<file path="src/rtl/rrfc_pkg.sv">
// Shared types and constants for the reader response frame checker.
package rrfc_pkg;
	localparam int unsigned MinFrameBytes = 6;

	typedef enum logic [1:0] {
		CMD_BYTE   = 2'd0,
		CMD_ARM    = 2'd1,
		CMD_TICK   = 2'd2,
		CMD_CANCEL = 2'd3
	} cmd_t;

	typedef enum logic [2:0] {
		VERDICT_MATCHED   = 3'd0,
		VERDICT_ACTIVE    = 3'd1,
		VERDICT_IGNORED   = 3'd2,
		VERDICT_MALFORMED = 3'd3,
		VERDICT_TIMEOUT   = 3'd4
	} verdict_e;

	typedef enum logic [2:0] {
		FAULT_NONE      = 3'd0,
		FAULT_SHORT     = 3'd1,
		FAULT_BAD_START = 3'd2,
		FAULT_TRUNCATED = 3'd3,
		FAULT_CHECKSUM  = 3'd4
	} fault_e;

	typedef enum logic [2:0] {
		REG_NORMAL_START = 3'd0,
		REG_ERROR_START  = 3'd1,
		REG_SUCCESS_CODE = 3'd2,
		REG_ACTIVE_BYTE  = 3'd3,
		REG_TIMEOUT      = 3'd4
	} reg_idx_e;

	typedef struct packed {
		logic [1:0] command;
		logic [7:0] value;
		logic       packet_end;
	} in_item_t;

	typedef struct packed {
		logic [2:0]  verdict;
		logic [2:0]  fault_reason;
		logic        error_frame;
		logic [7:0]  command_code;
		logic [7:0]  device_status;
		logic [15:0] data_length;
		logic [7:0]  first_data_byte;
	} out_item_t;

	// Packet summary handed from the byte front end to the verdict stage
	typedef struct packed {
		logic        is_timeout;
		logic [7:0]  timeout_cmd;
		logic        short_pkt;
		logic        is_err;
		logic        is_norm;
		logic        truncated;
		logic        sum_good;
		logic [7:0]  hdr_command;
		logic [15:0] hdr_length;
		logic [7:0]  hdr_first;
	} summary_t;

	typedef struct packed {
		logic [7:0]  normal_start;
		logic [7:0]  error_start;
		logic [7:0]  success_code;
		logic [7:0]  active_byte;
		logic [15:0] timeout_ticks;
	} cfg_t;
endpackage

</file>
<file path="src/rtl/rrfc_front.sv">
// Byte front end: header capture, running XOR and timeout counting.
module rrfc_front #(
	parameter int unsigned PACKET_BUFFER_BYTES = 256
) (
	input  logic              clk,
	input  logic              arst_n,
	input  logic              take,
	input  rrfc_pkg::in_item_t item,
	input  rrfc_pkg::cfg_t    cfg,
	input  logic              match_clear,
	output logic              emit,
	output rrfc_pkg::summary_t summary,
	output logic              awaiting,
	output logic [7:0]        wait_cmd
);
	import rrfc_pkg::*;

	localparam int unsigned PosW = $clog2(PACKET_BUFFER_BYTES + 1);

	logic [PosW-1:0] pos_q;
	logic [7:0]      xor_q, start_q, cmd_q, first_q;
	logic [15:0]     len_q;
	logic [1:0]      checked_q;
	logic [7:0]      pend_q;
	logic            await_q;
	logic [16:0]     elapsed_q;

	logic            in_buf;
	logic [15:0]     len_now;
	logic [16:0]     last_pos;
	logic [16:0]     pos_new;
	logic            check_hit;
	logic [1:0]      checked_now;
	logic [7:0]      start_now, cmd_now, first_now;
	logic [16:0]     elapsed_inc;

	// Bytes beyond the buffer are dropped but still end the packet
	always_comb begin
		in_buf      = pos_q < PosW'(PACKET_BUFFER_BYTES);
		len_now     = len_q;
		start_now   = start_q;
		cmd_now     = cmd_q;
		first_now   = first_q;
		if (in_buf) begin
			if (pos_q == PosW'(0)) start_now = item.value;
			if (pos_q == PosW'(2)) len_now = {item.value, len_q[7:0]};
			if (pos_q == PosW'(3)) len_now = {len_q[15:8], item.value};
			if (pos_q == PosW'(4)) cmd_now = item.value;
			if (pos_q == PosW'(5)) first_now = item.value;
		end
		last_pos    = 17'(len_q) + 17'(MinFrameBytes - 1);
		check_hit   = in_buf && pos_q >= PosW'(4) && checked_q == 2'd0 &&
			17'(pos_q) == last_pos;
		checked_now = check_hit ? ((xor_q == item.value) ? 2'd1 : 2'd2) : checked_q;
		pos_new     = in_buf ? 17'(pos_q) + 17'd1 : 17'(pos_q);
		elapsed_inc = (elapsed_q != 17'h1FFFF) ? elapsed_q + 17'd1 : elapsed_q;
	end

	// Summary for the back end
	always_comb begin
		summary             = '0;
		summary.short_pkt   = pos_new < 17'(MinFrameBytes);
		summary.is_err      = start_now == cfg.error_start;
		summary.is_norm     = start_now == cfg.normal_start;
		summary.truncated   = pos_new < 17'(len_now) + 17'(MinFrameBytes);
		summary.sum_good    = checked_now == 2'd1;
		summary.hdr_command = cmd_now;
		summary.hdr_length  = len_now;
		summary.hdr_first   = first_now;
		summary.timeout_cmd = pend_q;
		emit                = 1'b0;
		if (take) begin
			unique case (cmd_t'(item.command))
				CMD_BYTE: emit = item.packet_end;
				CMD_TICK: begin
					emit               = await_q && (elapsed_inc > 17'(cfg.timeout_ticks));
					summary.is_timeout = 1'b1;
				end
				default: emit = 1'b0;
			endcase
		end
	end

	assign awaiting = await_q;
	assign wait_cmd = pend_q;

	// Packet state
	always_ff @(posedge clk or negedge arst_n) begin
		if (!arst_n) begin
			pos_q     <= '0;
			xor_q     <= '0;
			start_q   <= '0;
			len_q     <= '0;
			cmd_q     <= '0;
			first_q   <= '0;
			checked_q <= '0;
		end else if (take && cmd_t'(item.command) == CMD_BYTE) begin
			if (item.packet_end) begin
				pos_q     <= '0;
				xor_q     <= '0;
				start_q   <= '0;
				len_q     <= '0;
				cmd_q     <= '0;
				first_q   <= '0;
				checked_q <= '0;
			end else if (in_buf) begin
				pos_q     <= pos_new[PosW-1:0];
				xor_q     <= xor_q ^ item.value;
				start_q   <= start_now;
				len_q     <= len_now;
				cmd_q     <= cmd_now;
				first_q   <= first_now;
				checked_q <= checked_now;
			end
		end
	end

	// Pending command and timeout counter
	always_ff @(posedge clk or negedge arst_n) begin
		if (!arst_n) begin
			pend_q    <= '0;
			await_q   <= 1'b0;
			elapsed_q <= '0;
		end else if (match_clear) begin
			await_q <= 1'b0;
		end else if (take) begin
			unique case (cmd_t'(item.command))
				CMD_ARM: begin
					pend_q    <= item.value;
					await_q   <= 1'b1;
					elapsed_q <= '0;
				end
				CMD_TICK: if (await_q) begin
					elapsed_q <= elapsed_inc;
					if (elapsed_inc > 17'(cfg.timeout_ticks)) await_q <= 1'b0;
				end
				CMD_CANCEL: await_q <= 1'b0;
				default: ;
			endcase
		end
	end
endmodule

</file>
<file path="config.mk">
export PLATFORM = sky130hd
export DESIGN_NAME = rrfc_front
export DESIGN_NICKNAME = d
export VERILOG_FILES = /design/src/rtl/rrfc_pkg.sv /design/src/rtl/rrfc_front.sv
export SDC_FILE = /design/constraint.sdc
export NUM_CORES = 1
export LEC_CHECK = 0
export ABC_AREA = 1
export BUFFER_PORTS_ARGS = -buffer_cell sky130_fd_sc_hd__buf_2
export CAP_MARGIN = 30
export CORE_MARGIN = 4
export CORE_UTILIZATION = 50
export CTS_CLUSTER_DIAMETER = 120
export DETAILED_ROUTE_END_ITERATION = 16
export PLACE_DENSITY = 0.73
export SLEW_MARGIN = 15
export SYNTH_ARGS = -nofsm -noshare
export SYNTH_HDL_FRONTEND = slang
export SYNTH_SLANG_ARGS = --single-unit
</file>
<file path="constraint.sdc">
create_clock -name clk -period 10.48 [get_ports clk]
set_input_delay 2.096 -clock clk [delete_from_list [all_inputs] [get_ports clk]]
set_output_delay 2.096 -clock clk [all_outputs]
set_load 0.005 [all_outputs]
</file>
==> results of run 1 <==
==> cell type report <==
cell class,count,area (um2)
well taps,176,220
clock buffers,10,239
clock inverters,6,86.3
multi-input cells,655,3820
repair buffers,105,556
flip-flops and latches,85,2130
fillers,1298,5580
inverters,164,616
==> metal layers <==
layer  up-vias  share of wire  global-route usage
li1       3182              -                   -
met1      2879           0.45               0.328
met2       218           0.47               0.390
met3        30          0.062              0.0391
met4         0          0.019              0.0650
met5         -              0                   0
==> kinds of logic after synthesis <==
logic type,after synthesis,synth area share
XOR/XNOR,51,0.0662
adder cells (fa/ha/maj),33,0.0612
buffers and inverters,195,0.120
AND/OR/NAND/NOR,420,0.302
flip-flops,85,0.315
other,1,0.000556
AO/OA/AOI/OAI,150,0.134
==> power by group <==
part / switching, mW / internal, mW
sequential: 0.0396 / 0.379
combinational: 0.353 / 0.217
clock: 0.134 / 0.215
total: 0.527 / 0.811
==> metrics by stage <==
step / total power [mW] / cell area [um2] / instances / hold slack (ps) / setup WS (ps)
after detailed placement: 0.996 / 7330 / 1185 / 493 / 3540
after CTS: 1.35 / 7660 / 1201 / 508 / 3520
after floorplan: 0.851 / 6740 / 935 / 466 / 4350
after global placement: 0.982 / 7310 / 1184 / 484 / 3600
after global routing: 1.44 / 7660 / 1201 / 527 / 3200
final: 1.34 / 7660 / 1201 / 510 / 3520
==> cell usage in the layout, fill, tap and decap left out, drive strengths merged <==
master	synthesis	final
o21ai	74	74
dfrtp	85	85
nor3b	1	1
o21bai	2	2
bufinv	0	2
o211ai	1	1
buf	15	105
xnor2	24	24
xor2	27	27
clkbuf	16	10
clkinv	1	4
a21boi	1	1
nand2	240	240
o22ai	48	48
nand4	20	20
clkinvlp	0	1
and2	2	2
nor2	77	77
ha	33	33
nand3	59	59
conb	1	1
inv	163	163
a21oi	16	16
nand3b	2	2
o2111ai	2	2
a211oi	2	2
nor4	6	6
a22o	2	2
o21a	2	2
nor3	13	13
==> state kept, by name (all words and copies together), names as in the netlist <==
register,flops
elapsed_q,17
len_q,16
pos_q,9
cmd_q,8
first_q,8
start_q,8
wait_cmd,8
xor_q,8
checked_q,2
awaiting,1
==> tightest hold or removal path, delay by kind of cell (launching register included) <==
| kind | cells | cell delay, ps |
|---|---|---|
| AND/OR/NAND/NOR | 1 | 60 |
| flip-flops | 1 | 360 |
| AO/OA/AOI/OAI | 1 | 60 |
==> worst max-delay path by stage <==
stage / slack [ps] / endpoint / cells past startpoint
6_report: 3520 / summary[33] / 23
4_1_cts: 3520 / summary[33] / 23
3_3_place_gp: 3600 / summary[33] / 23
3_5_place_dp: 3540 / summary[33] / 23
5_1_grt: 3200 / summary[33] / 23
2_1_floorplan: 4350 / summary[33] / 21
==> summary.txt, run 1 <==
Finish
  • Layout cells sized above 1: 0.190
  • Ant. Diodes: 0
  • Nets: 1116
  • Synth-to-layout area growth: 13.6%
  • Post-layout util: 0.578

Power
  • P_leak: 4.08 nW
  • Power per standard cell area: 175 nW/um2
  • Max VDD drop: 0.113 mV

STA
  • Max-slew headroom: 0.501
  • Crit share post-route: 0.664
  • Max Fclk: 144 MHz
  • Final count of pins violating max slew: 0
  • Worst Tran Pin Value: 741 ps
  • Total negative slack: 0 ps
  • Fin crit period: 6960 ps
  • Max Clock Skew: 5.83 ps
  • Unrepaired setup endpoints after global routing: no
  • Hold Vio Cnt, Final: 0
  • Setup-failing EPs final: 0

Worst setup path
  • Slowest stage cell on the critical path: ha_1
  • R2R depth: 20
  • Most frequent CP cell: nand2_1
  • Cell family with most CP delay: simple AND/OR/NAND/NOR gates
  • Worst setup EP type: primary output
  • Worst stage delay on the critical path: 290 ps
  • Setup slack, reg-to-reg: 7320 ps
  • Crit Path Max Fanout: 6
  • Critical R2R Launch: elapsed_q[1]
  • WS Path Type: input port to primary output
  • Crit path arrival time: 4870 ps
  • Cells along the critical path: buf_2 -> inv_1 -> nand3_1 -> nand2_2 -> ha_1 -> nand3b_2 -> inv_1 -> nand2_2 -> nor2_2 -> xor2_1 -> ha_1 -> nand2_1 -> inv_1 -> nand3_1 -> nor3_1 -> o21ai_0 -> nand2_1 -> nand2_1 -> nand2_1 -> nand2_1 -> nor2_1 -> nand3_1 -> buf_2
  • R2R Path End: awaiting
  • Req. time, crit path: 8380 ps
  • Worst Setup SP: item[2]
  • Crit path launch type: input port
  • Worst Path Buf+Inv: 5

Worst hold path
  • Hold Path Origin: wait_cmd[4]
  • Hold path depth: 2
  • Hold endpoint: wait_cmd[4]
  • Worst hold path type: register to register

Detailed routing
  • Residual DRC: 0
  • Vias per std cell: 5.25
  • Initial DRC Count: 463
  • First-pass detailed-route iteration total: 5
  • Post-route ant nets: 0
  • Vias: 6309
  • Detailed Route WL: 17600 um
  • DR WL/cell: 14.7 um

Floorplan
  • Die area: 15400 um2
  • Die W: 124 um
  • Initial Util: 0.509
  • Placement Rows: 42
  • Die Span Y: 124 um
  • I/O Pins: 119
  • Core area: 13200 um2

Clock tree
  • Worst-path clk slew: 60 ps
  • TritonCTS clock tree: built
  • CTS max path bufs: 2
  • Post-CTS Hold Fix Bufs: 0
  • H-tree Lvls: 3
  • CTS sink count: 85
  • Root buffer cell: clkbuf_16
  • # resized after CTS: 0
  • TritonCTS Buffers: 9
  • Setup bufs post-CTS: 0
  • Clk Latency, worst-skew pair: 340 ps

Logic synthesis
  • Mapped Cells: 935
  • Area share of the largest cell type after synthesis: 0.315
  • Top-count cell post-synth: nand2_1
  • Area contributors post-synth: dfrtp_1, nand2_1, inv_1
  • Syn Std Cell Area: 6740 um2
  • Ys async rst share: 1.00
  • EDFF count, synth: 0
  • Yosys top cell by area: dfrtp_1
  • Post-synth top flop: dfrtp_1
  • Sequential area share after synthesis: 0.315
  • Syn Area/Cell: 7.21 um2
  • Synth Net Count: 1031
  • Synthesized flop and latch total: 85
  • Distinct cells, synth: 48
  • Synth warnings: 0
  • Synth cell count leaders: nand2_1, inv_1, dfrtp_1

Run status
  • Status: finished, final reports clean

Global routing
  • Initial antenna violation count: 0
  • Largest net degree at the start of global routing: 53
  • Gr usage total: 0.238
  • Vias in the first global route: 5944
  • First-pass GRT wire length: 28900 um
  • GRT overflow: 0

Place
  • Post-DP HPWL: 13500 um
  • I/O Buffers: 102
  • Routability cong.: 0.911

Flow run
  • Max-cap violations: 0
No activity file was read; power rests on OpenSTA's default activity.
==> inputs of run 2 (changes only) <==
PLACE_DENSITY = 0.75   (was 0.73)
clock period = 5.9 ns   (was 10.48 ns; I/O delays follow)
==> summary.txt, run 2 (same netlist as run 1, synthesis figures left out) <==
Global routing
  • First-pass GRT wire length: 28200 um (-2.7%)
  • Initial antenna violation count: 0 (unchanged)
  • Gr usage total: 0.232 (-0.00624)
  • GRT overflow: 0 (unchanged)
  • Largest net degree at the start of global routing: 57 (+7.5%)
  • Vias in the first global route: 5784 (-2.7%)

STA
  • Total negative slack: 0 ps (unchanged)
  • Final count of pins violating max slew: 0 (unchanged)
  • Hold Vio Cnt, Final: 0 (unchanged)
  • Crit share post-route: 0.902
  • Max Fclk: 188 MHz
  • Max-slew headroom: 0.545 (+0.0440)
  • Worst Tran Pin Value: 675 ps (-65.4 ps)
  • Fin crit period: 5320 ps
  • Max Clock Skew: 5.03 ps (-0.803 ps)
  • Unrepaired setup endpoints after global routing: no
  • Setup-failing EPs final: 0 (unchanged)
  • Final WS setup: 576 ps (-2940 ps)

Clock tree
  • Clk Latency, worst-skew pair: 340 ps (about the same)
  • Root buffer cell: clkbuf_16
  • Post-CTS Hold Fix Bufs: 0 (unchanged)
  • H-tree Lvls: 3 (unchanged)
  • TritonCTS Buffers: 9 (unchanged)
  • Worst-path clk slew: 60 ps (about the same)
  • TritonCTS clock tree: built
  • Setup bufs post-CTS: 0 (unchanged)
  • # resized after CTS: 0 (unchanged)
  • CTS sink count: 85 (unchanged)
  • CTS max path bufs: 2 (unchanged)

Finish
  • Largest register by flop count: elapsed_q
  • Max reg flops: 17 (unchanged)
  • Most frequent cells in the layout: nand2_1, inv_1, buf_2
  • Nets: 1117 (+0.090%)
  • Fill cells: 1281 (-1.3%)
  • Synth-to-layout area growth: 13.5%
  • Largest regs: elapsed_q x17, len_q x16, pos_q x9
  • Number of standard cells in the final layout excluding fillers: 1202 (+0.083%)
  • Ant. Diodes: 0 (unchanged)
  • Commonest non-fill, non-tap cell in the layout: nand2_1
  • Layout cells sized above 1: 0.189 (-0.00116)

Floorplan
  • Die area: 15400 um2 (unchanged)
  • Die Span Y: 124 um (unchanged)
  • Die W: 124 um (unchanged)
  • Placement Rows: 42 (unchanged)
  • Initial Util: 0.509 (unchanged)
  • Core area: 13200 um2 (unchanged)
  • I/O Pins: 119 (unchanged)

Flow run
  • Max-cap violations: 0 (unchanged)

Worst setup path
  • Crit path arrival time: 4140 ps (-730 ps)
  • R2R depth: 20 (unchanged)
  • Slowest stage cell on the critical path: dfrtp_1
  • Crit path launch type: register
  • Worst stage delay on the critical path: 420 ps (+130 ps)
  • WS Path Type: register to primary output
  • Crit Path Max Fanout: 11 (+5)
  • Req. time, crit path: 4720 ps (-3660 ps)
  • Worst setup EP type: primary output
  • Most frequent CP cell: nand2_1

Place
  • Place WS: 852 ps (-2690 ps)
  • Post-DP HPWL: 13200 um (-2.1%)
  • Routability cong.: 0.933 (+2.4%)
  • I/O Buffers: 102 (unchanged)
  • Post-Place Cells: 1186 (+0.084%)

Run status
  • Status: finished, final reports clean

Worst hold path
  • Worst hold path type: register to register
  • Hold path depth: 2 (unchanged)

Detailed routing
  • Initial DRC Count: 479 (+3.5%)
  • Vias: 6372 (+1.0%)
  • Detailed Route WL: 17500 um (-0.68%)
  • Vias per std cell: 5.30 (+0.91%)
  • Residual DRC: 0 (unchanged)
  • DR WL/cell: 14.5 um (-0.76%)
  • First-pass detailed-route iteration total: 5 (unchanged)
  • Post-route ant nets: 0 (unchanged)

Power
  • P_leak: 4.07 nW (-0.16%)
  • Power per standard cell area: 313 nW/um2 (+79%)
  • Max VDD drop: 0.207 mV (+83%)
==> run 2: cell count changes in the layout (fill, tap and decap cells not counted), sizes merged <==
cell,previous run,this run
buf,105,106
clkbuf,10,13
clkinv,4,1
==> run 2: per-layer routing <==
| metal | share of wire | up-vias | global-route usage | wire length [um] |
|---|---|---|---|---|
| met5 | 0 | - | 0 | 0 |
| met4 | 0.024 | 0 | 0.0664 | 421 |
| met3 | 0.060 | 37 | 0.0463 | 1060 |
| met2 | 0.46 | 207 | 0.372 | 8130 |
| met1 | 0.45 | 2940 | 0.319 | 7870 |
| li1 | - | 3188 | - | - |
==> run 2: worst paths after layout <==
check | slack (ps) | from | end
min | 510 | wait_cmd[4] | wait_cmd[4]
min reg2reg | 510 | wait_cmd[4] | wait_cmd[4]
max in group asynchronous | 4080 | arst_n | len_q[2]
min in group asynchronous | 800 | arst_n | elapsed_q[9]
max reg2reg | 2770 | elapsed_q[1] | awaiting
max | 580 | pos_q[1] | summary[33]
==> run 2: area by class of cell <==
type | instances | area [um2] | share of cell area
Multi-Input combinational cell | 655 | 3820 | 0.499
Timing Repair Buffer | 106 | 543 | 0.0710
Inverter | 164 | 616 | 0.0805
Clock inverter | 3 | 67.6 | 0.00883
Tap cell | 176 | 220 | 0.0288
Clock buffer | 13 | 260 | 0.0340
Sequential cell | 85 | 2130 | 0.278
==> run 2: worst max-delay path: cells and delay by family (launching register included) <==
kind,cells,cell delay [ps]
and+or+nand+nor,16,1840
xor gates and xnor gates,1,120
DFF,1,420
AOI/OAI and AO/OA,1,100
adders and majority gates,3,740
buffers and inverters,5,570
==> run 2: power by group <==
group          internal [mW]  switching [mW]  leakage, nW
clock network          0.395           0.237        0.156
registers              0.674          0.0715         1.14
logic                  0.386           0.629         2.78
total                   1.45           0.938         4.07
==> run 2: through the flow <==
step	hold WS (ps)	area, um2	util	power (mW)
finish	511	7650	0.578	2.39
global route	530	7650	0.578	2.56
global placement	487	7320	0.553	1.74
CTS	514	7650	0.578	2.40
floorplan	466	6740	-	1.51
detailed placement	499	7320	0.553	1.77
==> inputs of run 3 (changes only) <==
ABC_AREA = not set   (was 1)
PLACE_DENSITY = 0.76   (was 0.75)
==> summary.txt, run 3 <==
Logic synthesis
  • Synth Net Count: 818 (-21%)
  • Syn Std Cell Area: 6330 um2 (-6.0%)
  • Top-count cell post-synth: dfrtp_1
  • Synthesized flop and latch total: 85 (unchanged)
  • Area share of the largest cell type after synthesis: 0.336 (+0.0203)
  • Sequential area share after synthesis: 0.336 (+0.0203)
  • Syn Area/Cell: 8.77 um2 (+22%)
  • Largest family of logic cells by synthesized area: simple AND/OR/NAND/NOR gates
  • EDFF count, synth: 0 (unchanged)
  • Xor-xnor portion of the synthesized cell area: 0.0760 (+0.00980)
  • Mapped Cells: 722 (-23%)
  • Synth Area in Compound Gates: 0.183 (+0.0489)
  • Ys async rst share: 1.00 (unchanged)
  • Distinct cells, synth: 59 (+23%)
  • Synth Area in Adders: 0.0652 (+0.00394)
  • Mux share of post-synthesis cell area: 0.0847 (+0.0847)
  • Post-synth top flop: dfrtp_1
  • Synth cell count leaders: dfrtp_1, nand2_1, o21ai_0
  • Synth warnings: 0 (unchanged)
  • Area share of and/or/nand/nor cells after synthesis: 0.190 (-0.112)
  • Area contributors post-synth: dfrtp_1, ha_1, mux2_2
  • Yosys top cell by area: dfrtp_1

Finish
  • Synth-to-layout area growth: 13.2%
  • Layout cells sized above 1: 0.215 (+0.0257)
  • Multi-input gate area: 3810 um2 (about the same)
  • Commonest non-fill, non-tap cell in the layout: buf_2
  • Fill cells: 1101 (-14%)
  • Final non-filler cell area: 7170 um2 (-6.3%)
  • Max reg flops: 17 (unchanged)
  • Most frequent cells in the layout: buf_2, dfrtp_1, nand2_1
  • Seq. cell area: 2130 um2 (unchanged)
  • Largest register by flop count: elapsed_q
  • Largest regs: elapsed_q x17, len_q x16, pos_q x9
  • Nets: 887 (-21%)
  • Ant. Diodes: 0 (unchanged)

STA
  • Max Clock Skew: 7.13 ps (+2.10 ps)
  • Max-slew headroom: 0.459 (-0.0863)
  • Worst Tran Pin Value: 806 ps (+130 ps)
  • Final count of pins violating max slew: 0 (unchanged)
  • Unrepaired setup endpoints after global routing: no
  • Final Hold Slack: 498 ps (-12.8 ps)
  • Fin crit period: 5460 ps (+139 ps)
  • Crit share post-route: 0.926 (+0.0235)
  • Final WS setup: 437 ps (-139 ps)
  • Max Fclk: 183 MHz (-2.5%)
  • Setup-failing EPs final: 0 (unchanged)
  • Total negative slack: 0 ps (unchanged)
  • Hold Vio Cnt, Final: 0 (unchanged)

Floorplan
  • Die W: 121 um (-2.9%)
  • Initial Util: 0.519 (+0.00959)
  • Core area: 12200 um2 (-7.8%)
  • Die Span Y: 121 um (-2.9%)
  • Die area: 14500 um2 (-5.7%)
  • Placement Rows: 40 (-4.8%)
  • I/O Pins: 119 (unchanged)

Worst hold path
  • Worst hold path type: register to register

Power
  • Total net switching power: 467 uW (-50%)
  • Sw frac: 0.307 (-0.0845)
  • Flop pwr share: 0.449 (+0.138)
  • Max VDD drop: 0.181 mV (-13%)
  • Logic pwr share: 0.202 (-0.222)
  • P_leak: 3.51 nW (-14%)
  • Power per standard cell area: 212 nW/um2 (-32%)
  • Total power: 1.52 mW (-37%)
  • Internal power: 1.05 mW (-28%)
  • Clock power share: 0.348 (+0.084)

Global routing
  • Gr usage total: 0.245 (+0.0128)
  • Largest net degree at the start of global routing: 70 (+23%)
  • GRT overflow: 0 (unchanged)
  • First-pass GRT wire length: 28500 um (+1.1%)
  • Vias in the first global route: 5787 (+0.052%)
  • Initial antenna violation count: 0 (unchanged)

Clock tree
  • CTS max path bufs: 2 (unchanged)
  • Root buffer cell: clkbuf_16
  • Clk Latency, worst-skew pair: 350 ps (about the same)
  • Worst-path clk slew: 60 ps (about the same)
  • TritonCTS clock tree: built
  • TritonCTS Buffers: 9 (unchanged)
  • H-tree Lvls: 3 (unchanged)
  • CTS sink count: 85 (unchanged)
  • # resized after CTS: 0 (unchanged)
  • Setup bufs post-CTS: 0 (unchanged)
  • Post-CTS Hold Fix Bufs: 0 (unchanged)

Place
  • Post-DP HPWL: 12800 um (-2.4%)
  • I/O Buffers: 102 (unchanged)
  • Routability cong.: 0.903 (-3.2%)
  • Dpl cell area: 6880 um2 (-6.1%)
  • Place WS: 926 ps (+74.1 ps)

Detailed routing
  • Vias: 5888 (-7.6%)
  • Residual DRC: 0 (unchanged)
  • Detailed Route WL: 17800 um (+1.8%)
  • DR WL/cell: 18.5 um (+27%)
  • Post-route ant nets: 0 (unchanged)
  • Vias per std cell: 6.11 (+15%)
  • First-pass detailed-route iteration total: 6 (+1)
  • Initial DRC Count: 577 (+20%)

Worst setup path
  • Worst setup EP type: primary output
  • WS Path Type: register to primary output
  • Crit path arrival time: 4280 ps (+140 ps)
  • Crit path launch type: register
  • Crit Path Max Fanout: 12 (+1)
  • Req. time, crit path: 4720 ps (about the same)

Run status
  • Status: finished, final reports clean

Flow run
  • Max-cap violations: 0 (unchanged)
-- run 3: final timing paths --
kind / cells after the start / from / slack [ps] / endpoint
min in group asynchronous: 1 / arst_n / 680 / cmd_q[1]
min reg2reg: 2 / start_q[1] / 500 / start_q[1]
max in group asynchronous: 3 / arst_n / 4390 / len_q[14]
max: 15 / pos_q[1] / 440 / summary[33]
min: 2 / start_q[1] / 500 / start_q[1]
max reg2reg: 12 / elapsed_q[6] / 2290 / awaiting
-- run 3: cells by family after synthesis --
family                     count (synthesis)
adders and majority gates                 33
other                                      1
AOI/OAI and AO/OA                        175
muxes                                     48
and+or+nand+nor                          234
buffers and inverters                     91
DFF                                       85
xor gates and xnor gates                  55
-- run 3: layout make-up --
class                           count  area share
Clock buffer                       11      0.0325
Tap cell                          168      0.0293
Inverter                           36      0.0188
Timing Repair Buffer              113      0.0858
Sequential cell                    85       0.297
Clock inverter                      5     0.00489
Multi-Input combinational cell    546       0.532
-- run 3: stage by stage --
stage,instances,utilization
final,964,0.587
after global routing,964,0.587
after CTS,963,0.585
after detailed placement,947,0.563
after global placement,947,0.563
after floorplan,722,-
-- run 3: per-layer routing --
layer,vias up,wire [um],global-route usage
met2,256,8580,0.397
met5,-,0,0
met4,0,498,0.108
met1,2835,7190,0.307
li1,2744,-,-
met3,53,1530,0.0627
-- run 3: power groups by stage --
stage	combinational (mW)	clock, mW	sequential [mW]
final	0.307	0.529	0.683
after CTS	0.304	0.535	0.681
after global routing	0.340	0.560	0.688
after global placement	0.284	0	0.687
after floorplan	0.208	0	0.673
after detailed placement	0.301	0	0.692
-- run 3: critical path: stages, from the launching register on --
cell	delay [ps]
dfrtp_1	460
ha_1	230
nor2b_1	430
nand3_1	460
nand2_1	180
nand2_1	110
inv_1	70
ha_1	230
ha_1	300
a21o_1	180
a21o_1	160
a21o_1	170
a2111oi_0	460
o211ai_1	180
nand4_1	160
buf_2	130
